==> config.mk <==
export PLATFORM = sky130hd
export DESIGN_NAME = rgb_sine_color_cycle_pwm
export DESIGN_NICKNAME = d
export VERILOG_FILES = /design/src/rtl/rgbsc_pkg.sv /design/src/rtl/rgbsc_phase.sv /design/src/rtl/rgb_sine_color_cycle_pwm.sv
export SDC_FILE = /design/constraint.sdc
export NUM_CORES = 1
export LEC_CHECK = 0
export ABC_AREA = 1
export BUFFER_PORTS_ARGS = -buffer_cell sky130_fd_sc_hd__buf_2
export CAP_MARGIN = 20
export CELL_PAD_IN_SITES_DETAIL_PLACEMENT = 1
export CELL_PAD_IN_SITES_GLOBAL_PLACEMENT = 1
export CORE_MARGIN = 5
export CORE_UTILIZATION = 41
export CTS_CLUSTER_SIZE = 16
export DETAILED_ROUTE_END_ITERATION = 8
export PLACE_DENSITY = 0.7
export SLEW_MARGIN = 20
export SYNTH_ARGS = -nofsm -noshare
export SYNTH_HDL_FRONTEND = slang
export SYNTH_HIERARCHICAL = 1
export SYNTH_SLANG_ARGS = --single-unit
==> constraint.sdc <==
create_clock -name clock -period 4.55 [get_ports clock]
set_input_delay 1.1375 -clock clock [delete_from_list [all_inputs] [get_ports clock]]
set_output_delay 1.1375 -clock clock [all_outputs]
set_load 0.005 [all_outputs]
==> src/rtl/rgbsc_pkg.sv <==
`timescale 1ns / 1ps
`default_nettype none

package rgbsc_pkg;

   // fixed field widths
   localparam int SLOT_W  = 7;
   localparam int DIV_W   = 4;
   localparam int LEVEL_W = 7;
   localparam int POS_W   = 7;
   localparam int ROM_LEN = 72;
   localparam int ROM_IDX_W = $clog2(ROM_LEN);
   localparam int WRAP_W  = POS_W + 1;

   localparam logic [DIV_W-1:0] FPS_RESET = DIV_W'(5);

   // floor(50 + 50*sin(5*i degrees))
   localparam logic [LEVEL_W-1:0] SINE_ROM [0:ROM_LEN-1] = '{
      7'd50, 7'd54, 7'd58, 7'd62, 7'd67, 7'd71, 7'd75, 7'd78, 7'd82,
      7'd85, 7'd88, 7'd90, 7'd93, 7'd95, 7'd96, 7'd98, 7'd99, 7'd99,
      7'd100, 7'd99, 7'd99, 7'd98, 7'd96, 7'd95, 7'd93, 7'd90, 7'd88,
      7'd85, 7'd82, 7'd78, 7'd75, 7'd71, 7'd67, 7'd62, 7'd58, 7'd54,
      7'd50, 7'd45, 7'd41, 7'd37, 7'd32, 7'd28, 7'd25, 7'd21, 7'd17,
      7'd14, 7'd11, 7'd9, 7'd6, 7'd4, 7'd3, 7'd1, 7'd0, 7'd0,
      7'd0, 7'd0, 7'd0, 7'd1, 7'd3, 7'd4, 7'd6, 7'd9, 7'd11,
      7'd14, 7'd17, 7'd21, 7'd25, 7'd28, 7'd32, 7'd37, 7'd41, 7'd45
   };

   // channel state seen by the output stage
   typedef struct packed {
      logic [SLOT_W-1:0]  slot;
      logic [POS_W-1:0]   pos;
      logic [LEVEL_W-1:0] red;
      logic [LEVEL_W-1:0] blue;
      logic [LEVEL_W-1:0] green;
   } phase_state_type;

   // ROM read with the index folded into the 72-entry period
   function automatic logic [LEVEL_W-1:0] rom_at(input logic [WRAP_W-1:0] idx);
      logic [WRAP_W-1:0] folded;
      folded = (idx >= WRAP_W'(ROM_LEN)) ? idx - WRAP_W'(ROM_LEN) : idx;
      return SINE_ROM[folded[ROM_IDX_W-1:0]];
   endfunction

endpackage

`default_nettype wire

==> src/rtl/rgbsc_phase.sv <==
`timescale 1ns / 1ps
`default_nettype none

module rgbsc_phase
   import rgbsc_pkg::*;
#(
   parameter int PERIOD     = 100,
   parameter int TABLE_SIZE = 72
) (
   input  wire logic             clock,
   input  wire logic             reset,
   input  wire logic             step,
   input  wire logic             csr_wr_en,
   input  wire logic [DIV_W-1:0] csr_wr_data,
   output phase_state_type       state
);

   localparam logic [WRAP_W-1:0] OFS_B = WRAP_W'(TABLE_SIZE / 3);
   localparam logic [WRAP_W-1:0] OFS_G = WRAP_W'(2 * TABLE_SIZE / 3);
   localparam logic [WRAP_W-1:0] TSIZE = WRAP_W'(TABLE_SIZE);

   logic [DIV_W-1:0]   fps_ff,   fps_in;
   logic [SLOT_W-1:0]  slot_ff,  slot_in;
   logic [DIV_W-1:0]   div_ff,   div_in;
   logic [POS_W-1:0]   pos_ff,   pos_in;
   logic [LEVEL_W-1:0] red_ff,   red_in;
   logic [LEVEL_W-1:0] blue_ff,  blue_in;
   logic [LEVEL_W-1:0] green_ff, green_in;

   logic              frame_end;
   logic              advance;
   logic [POS_W-1:0]  pos_next;
   logic [WRAP_W-1:0] sum_b, sum_g, idx_b, idx_g;

   // config register
   assign fps_in = csr_wr_en ? csr_wr_data : fps_ff;

   // slot counter and frame divider
   assign frame_end = step && (slot_ff >= SLOT_W'(PERIOD));
   assign advance   = frame_end && (div_ff >= fps_ff);

   assign slot_in = !step     ? slot_ff :
                    frame_end ? SLOT_W'(1) : slot_ff + SLOT_W'(1);

   assign div_in = !frame_end ? div_ff :
                   advance    ? DIV_W'(1) : div_ff + DIV_W'(1);

   // table position and offset lookups
   assign pos_next = (pos_ff >= POS_W'(TABLE_SIZE - 1)) ? '0 : pos_ff + POS_W'(1);
   assign sum_b    = {1'b0, pos_next} + OFS_B;
   assign sum_g    = {1'b0, pos_next} + OFS_G;
   assign idx_b    = (sum_b >= TSIZE) ? sum_b - TSIZE : sum_b;
   assign idx_g    = (sum_g >= TSIZE) ? sum_g - TSIZE : sum_g;

   assign pos_in   = advance ? pos_next : pos_ff;
   assign red_in   = advance ? rom_at({1'b0, pos_next}) : red_ff;
   assign blue_in  = advance ? rom_at(idx_b) : blue_ff;
   assign green_in = advance ? rom_at(idx_g) : green_ff;

   always_ff @(posedge clock) begin
      if (reset) begin
         fps_ff   <= FPS_RESET;
         slot_ff  <= SLOT_W'(1);
         div_ff   <= '0;
         pos_ff   <= '0;
         red_ff   <= '0;
         blue_ff  <= '0;
         green_ff <= '0;
      end else begin
         fps_ff   <= fps_in;
         slot_ff  <= slot_in;
         div_ff   <= div_in;
         pos_ff   <= pos_in;
         red_ff   <= red_in;
         blue_ff  <= blue_in;
         green_ff <= green_in;
      end
   end

   assign state.slot  = slot_ff;
   assign state.pos   = pos_ff;
   assign state.red   = red_ff;
   assign state.blue  = blue_ff;
   assign state.green = green_ff;

endmodule

`default_nettype wire

==> src/rtl/rgb_sine_color_cycle_pwm.sv <==
// Pipeline: a word accepted sits in the input register, moves to the result
//   register once that register is free and is on rsp_* from then on.
// Throughput: one word per cycle; the input register stalls only while the
//   result register holds a word that the sink stalls.
// Reset: synchronous, active high; counters, levels and config return to
//   their power-up values and both registers empty.
`timescale 1ns / 1ps
`default_nettype none

module rgb_sine_color_cycle_pwm
   import rgbsc_pkg::*;
#(
   parameter int PERIOD     = 100,
   parameter int TABLE_SIZE = 72
) (
   input  wire logic              clock,
   input  wire logic              reset,
   input  wire logic              req_valid,
   output logic                   req_stall,
   input  wire logic              req_slot_tick,
   output logic                   rsp_valid,
   input  wire logic              rsp_stall,
   output logic                   rsp_red_on,
   output logic                   rsp_blue_on,
   output logic                   rsp_green_on,
   output logic [SLOT_W-1:0]      rsp_slot_number,
   output logic [POS_W-1:0]       rsp_phase_index,
   input  wire logic              csr_wr_en,
   input  wire logic [DIV_W-1:0]  csr_wr_data
);

   logic req_valid_ff, req_valid_in;
   logic req_tick_ff,  req_tick_in;
   logic rsp_valid_ff, rsp_valid_in;
   logic red_ff, blue_ff, green_ff;
   logic [SLOT_W-1:0] slot_ff;
   logic [POS_W-1:0]  pos_ff;

   logic            out_free;
   logic            move;
   phase_state_type state;

   // handshake between the two registers
   assign out_free  = !rsp_valid_ff || !rsp_stall;
   assign move      = req_valid_ff && out_free;
   assign req_stall = req_valid_ff && !out_free;

   assign req_valid_in = req_stall ? req_valid_ff : req_valid;
   assign req_tick_in  = req_stall ? req_tick_ff  : req_slot_tick;
   assign rsp_valid_in = move ? 1'b1 : (out_free ? 1'b0 : rsp_valid_ff);

   rgbsc_phase #(
      .PERIOD     (PERIOD),
      .TABLE_SIZE (TABLE_SIZE)
   ) u_phase (
      .clock       (clock),
      .reset       (reset),
      .step        (move && req_tick_ff),
      .csr_wr_en   (csr_wr_en),
      .csr_wr_data (csr_wr_data),
      .state       (state)
   );

   // control registers
   always_ff @(posedge clock) begin
      if (reset) begin
         req_valid_ff <= 1'b0;
         rsp_valid_ff <= 1'b0;
      end else begin
         req_valid_ff <= req_valid_in;
         rsp_valid_ff <= rsp_valid_in;
      end
   end

   // payload registers
   always_ff @(posedge clock) begin
      req_tick_ff <= req_tick_in;
      if (move) begin
         red_ff   <= state.slot <= state.red;
         blue_ff  <= state.slot <= state.blue;
         green_ff <= state.slot <= state.green;
         slot_ff  <= state.slot;
         pos_ff   <= state.pos;
      end
   end

   assign rsp_valid       = rsp_valid_ff;
   assign rsp_red_on      = red_ff;
   assign rsp_blue_on     = blue_ff;
   assign rsp_green_on    = green_ff;
   assign rsp_slot_number = slot_ff;
   assign rsp_phase_index = pos_ff;

endmodule

`default_nettype wire

==> run_summary.xml <==
<?xml version="1.0" encoding="UTF-8"?>
<metrics>
  <group name="clock_network">
    <metric name="htreeDepth" unit="">3</metric>
    <metric name="tritoncts_clock_tree" unit="">done</metric>
    <metric name="ctsLongestPathBuffers" unit="">2</metric>
    <metric name="cts.reportedPaths.clkPinSlew" unit="ps">50</metric>
    <metric name="clockRootBuffer" unit="">clkbuf_16</metric>
    <metric name="clock_latency" unit="ps">320</metric>
    <metric name="numCtsBuffers" unit="">9</metric>
    <metric name="postCtsSetupBuffers" unit="">0</metric>
    <metric name="numClockSinks" unit="">63</metric>
  </group>
  <group name="pwr">
    <metric name="total_power" unit="mW">1.408</metric>
    <metric name="power.leakage" unit="nW">3.014</metric>
    <metric name="vdd_ir_drop_max" unit="uV">146.2</metric>
    <metric name="pd_cells" unit="nW/um^2">224.1</metric>
  </group>
  <group name="run_status">
    <metric name="outcome" unit="">completed</metric>
  </group>
  <group name="global_routing">
    <metric name="grt_first_pass_wirelength" unit="um">29930</metric>
    <metric name="grt_pass1_vias" unit="">5623</metric>
    <metric name="antenna_found_initial" unit="">0</metric>
    <metric name="global_route.usage.total" unit="%">23.09</metric>
    <metric name="maximum_number_of_pins_on_one_net_before_global_route_repair" unit="">24</metric>
    <metric name="globalRouteOverflowTotal" unit="">0</metric>
  </group>
  <group name="floorplan">
    <metric name="floorplan.core_area" unit="um^2">13300</metric>
    <metric name="start_util" unit="%">41.93</metric>
    <metric name="design.die.area" unit="um^2">16030</metric>
    <metric name="fp.dieW" unit="um">126.6</metric>
    <metric name="chipHeight" unit="um">126.6</metric>
    <metric name="io-pin-count" unit="">29</metric>
    <metric name="rows" unit="">42</metric>
  </group>
  <group name="logic_synthesis">
    <metric name="synthCells" unit="">810</metric>
    <metric name="synth.yosys.seq_area_share" unit="%">25.86</metric>
    <metric name="synth-warning-count" unit="">6</metric>
    <metric name="synthFlopType" unit="">dfxtp_1</metric>
    <metric name="netlist_area" unit="um^2">5574</metric>
    <metric name="postSynthRegisterBits" unit="">63</metric>
    <metric name="netlist-cell-type-count" unit="">48</metric>
    <metric name="number_of_enable_type_register_cells_in_the_synthesized_netlist" unit="">18</metric>
    <metric name="synth.net_count" unit="">874</metric>
    <metric name="synthesis.area_per_instance" unit="um^2">6.882</metric>
    <metric name="synthArstFlopShare" unit="%">0</metric>
  </group>
  <group name="setup_path">
    <metric name="critical_path.slowest_cell" unit="">dfxtp_1</metric>
    <metric name="criticalPathCategory" unit="">register to register</metric>
    <metric name="reg2reg_from" unit="">u_phase/pos_ff[1]</metric>
    <metric name="reg2reg_setup_slack" unit="ps">370</metric>
    <metric name="worst_endpoint_data_arrival_time" unit="ps">4390</metric>
    <metric name="critPathMostFrequentCell" unit="">nand2_1</metric>
    <metric name="timing.reg2reg.worst_path_depth" unit="">28</metric>
    <metric name="setup.worst_path.end_class" unit="">register</metric>
    <metric name="timing.rr.end" unit="">u_phase/green_ff[0]</metric>
    <metric name="max_stage_delay" unit="ps">440</metric>
    <metric name="startpoint_class_of_the_critical_path" unit="">register</metric>
    <metric name="critical_path.max_fanout" unit="">8</metric>
    <metric name="worst-endpoint-required" unit="ps">4760</metric>
  </group>
  <group name="placement">
    <metric name="dp_hpwl" unit="um">14870</metric>
    <metric name="port-buffer-count" unit="">28</metric>
    <metric name="dp_cells" unit="">1012</metric>
    <metric name="placedInstanceArea" unit="um^2">5942</metric>
    <metric name="setup_slack_after_placement" unit="ps">190.7</metric>
    <metric name="globalplace.congestion" unit="">0.9361</metric>
  </group>
  <group name="sta">
    <metric name="finalClockSkew" unit="ps">11.17</metric>
    <metric name="slew_headroom" unit="%">42.60</metric>
    <metric name="maxSlewViolCount" unit="">0</metric>
    <metric name="final-hold-violation-count" unit="">0</metric>
    <metric name="setup_viol_count_final" unit="">0</metric>
    <metric name="fmax" unit="MHz">239.3</metric>
    <metric name="timing.setup.tns" unit="ps">0</metric>
    <metric name="whs" unit="ps">450.4</metric>
    <metric name="final_worst_path_period_need" unit="ps">4178</metric>
    <metric name="tcrit_tclk_final" unit="%">91.83</metric>
    <metric name="max_slew.worst_pin.slew" unit="ps">857.8</metric>
    <metric name="rsz0062_at_grt" unit="">no</metric>
    <metric name="layout_setup_ws" unit="ps">371.6</metric>
  </group>
  <group name="min_path">
    <metric name="worstHoldPathCells" unit="">2</metric>
    <metric name="worst_hold_path_type" unit="">register to register</metric>
    <metric name="timing.hold.worst.start" unit="">u_phase/green_ff[1]</metric>
    <metric name="whs_endpoint" unit="">u_phase/green_ff[1]</metric>
  </group>
  <group name="layout">
    <metric name="design_area_final" unit="um^2">6284</metric>
    <metric name="drive_gt1_share" unit="%">16.08</metric>
    <metric name="num-nets-final" unit="">911</metric>
    <metric name="area_delta_synth_final" unit="%">12.73</metric>
    <metric name="utilization" unit="%">47.26</metric>
    <metric name="num_antenna_cells" unit="">0</metric>
    <metric name="post_layout_nonfiller_instances" unit="">1028</metric>
  </group>
  <group name="detailed_routing">
    <metric name="route.antenna.remaining_nets" unit="">0</metric>
    <metric name="routed-via-count" unit="">5492</metric>
    <metric name="totalWireLength" unit="um">18650</metric>
    <metric name="drt_pass1_iterations" unit="">4</metric>
    <metric name="routedWlPerCell" unit="um">18.14</metric>
    <metric name="drc_errors" unit="">0</metric>
    <metric name="drt-vias-per-instance" unit="">5.342</metric>
    <metric name="detailed_router_s_first_iteration_violation_count" unit="">267</metric>
  </group>
  <group name="flow_run">
    <metric name="timing.max_cap.violations" unit="">0</metric>
  </group>
</metrics>
final cells by class:
type | instances | area, um^2
multi-input cells | 609 | 3596
flip-flops and latches | 63 | 1441
repair buffers | 40 | 230.2
inverters | 124 | 465.4
clock inverters | 4 | 93.84
well taps | 176 | 220.2
clock buffers | 12 | 236.5
fillers | 1758 | 7012
placed cells by master (no fill, tap or decap), types with 3 or more instances in the layout:
cell type  count
edfxtp_1      18
nand2_2       32
buf_4         12
o21ai_1        5
inv_1        115
o21ai_0       44
nand2_1      207
ha_1          53
o21bai_1       3
a31oi_1        3
nor2_1        49
nand3_2       11
dfxtp_1       45
bufinv_16      3
xor2_1        10
a21oi_1       52
a21oi_2        3
clkbuf_16      9
o22ai_1        3
nor2_2         4
inv_2          6
clkinv_1       4
o211ai_1      12
nand4_1        8
nand2_4       15
buf_2         28
nand3_1       60
nor3_1         7
clkbuf_1       3
registers in the layout, summed over array words and instances, names as in the netlist, 4 cells and up:
name,count
rsp_phase_index,7
rsp_slot_number,7
u_phase/blue_ff,7
u_phase/green_ff,7
u_phase/pos_ff,7
u_phase/red_ff,7
u_phase/slot_ff,7
u_phase/div_ff,4
u_phase/fps_ff,4
synthesized netlist by cell type (all sizes together) (2+ instances only):
| cell type | instances | area, um^2 |
|---|---|---|
| nor3 | 7 | 35.03 |
| clkinv | 3 | 11.26 |
| a31oi | 3 | 18.77 |
| nand2 | 254 | 1146 |
| nor2 | 54 | 220.2 |
| buf | 5 | 48.79 |
| ha | 54 | 675.7 |
| xnor2 | 2 | 17.52 |
| nand3 | 73 | 440.4 |
| edfxtp | 18 | 540.5 |
| o22ai | 3 | 18.77 |
| o21ai | 53 | 295.3 |
| a21boi | 2 | 15.01 |
| nand4 | 9 | 62.56 |
| dfxtp | 45 | 900.9 |
| clkbuf | 9 | 33.78 |
| a21oi | 56 | 302.8 |
| a32o | 2 | 20.02 |
| o211ai | 13 | 102.6 |
| o21bai | 3 | 22.52 |
| xor2 | 11 | 115.1 |
| inv | 121 | 454.2 |
worst max path at each step:
| stage | cells past startpoint | slack, ps | startpoint | to |
|---|---|---|---|---|
| 5_1_grt | 28 | 20 | u_phase/pos_ff[1] | u_phase/green_ff[3] |
| 3_5_place_dp | 29 | 190 | u_phase/pos_ff[1] | u_phase/green_ff[3] |
| 4_1_cts | 29 | 170 | u_phase/pos_ff[1] | u_phase/green_ff[0] |
| 3_3_place_gp | 29 | 440 | u_phase/pos_ff[0] | u_phase/green_ff[3] |
| 2_1_floorplan | 30 | 710 | u_phase/pos_ff[0] | u_phase/green_ff[0] |
| 6_report | 28 | 370 | u_phase/pos_ff[1] | u_phase/green_ff[0] |
worst max-delay path: cells and delay by family, from the launching register on:
kind,cells,cell delay [ps]
adder cells (fa/ha/maj),3,820
AND/OR/NAND/NOR,17,1770
flip-flops,1,440
AO/OA/AOI/OAI,4,600
buffers and inverters,4,430
repair_timing:
action / in CTS / in global routing
hold buffers: 0 / 0
endpoints found under the setup margin: 0 / 7
resized for setup: 0 / 4
where the power goes:
group          total, mW  internal (mW)  switching [mW]
Clock              0.760          0.533           0.227
Sequential         0.594          0.589         0.00535
Combinational     0.0532         0.0191          0.0341
layer usage:
metal / vias to the layer above / part of all wire (%) / GRT usage (%)
met5: - / 0 / 0
met4: 0 / 1.1 / 4.101
met2: 129 / 49 / 41.78
met1: 2624 / 46 / 30.45
met3: 12 / 3.6 / 1.639
li1: 2727 / - / -
logic make-up after synthesis:
family	Yosys count	synth area share [%]
AND/OR/NAND/NOR	401	34.64
AO/OA/AOI/OAI	141	15.17
buffers and inverters	138	9.832
flip-flops	63	25.86
adder cells (fa/ha/maj)	54	12.12
XOR/XNOR	13	2.379
(Power assumes the default switching activity.)
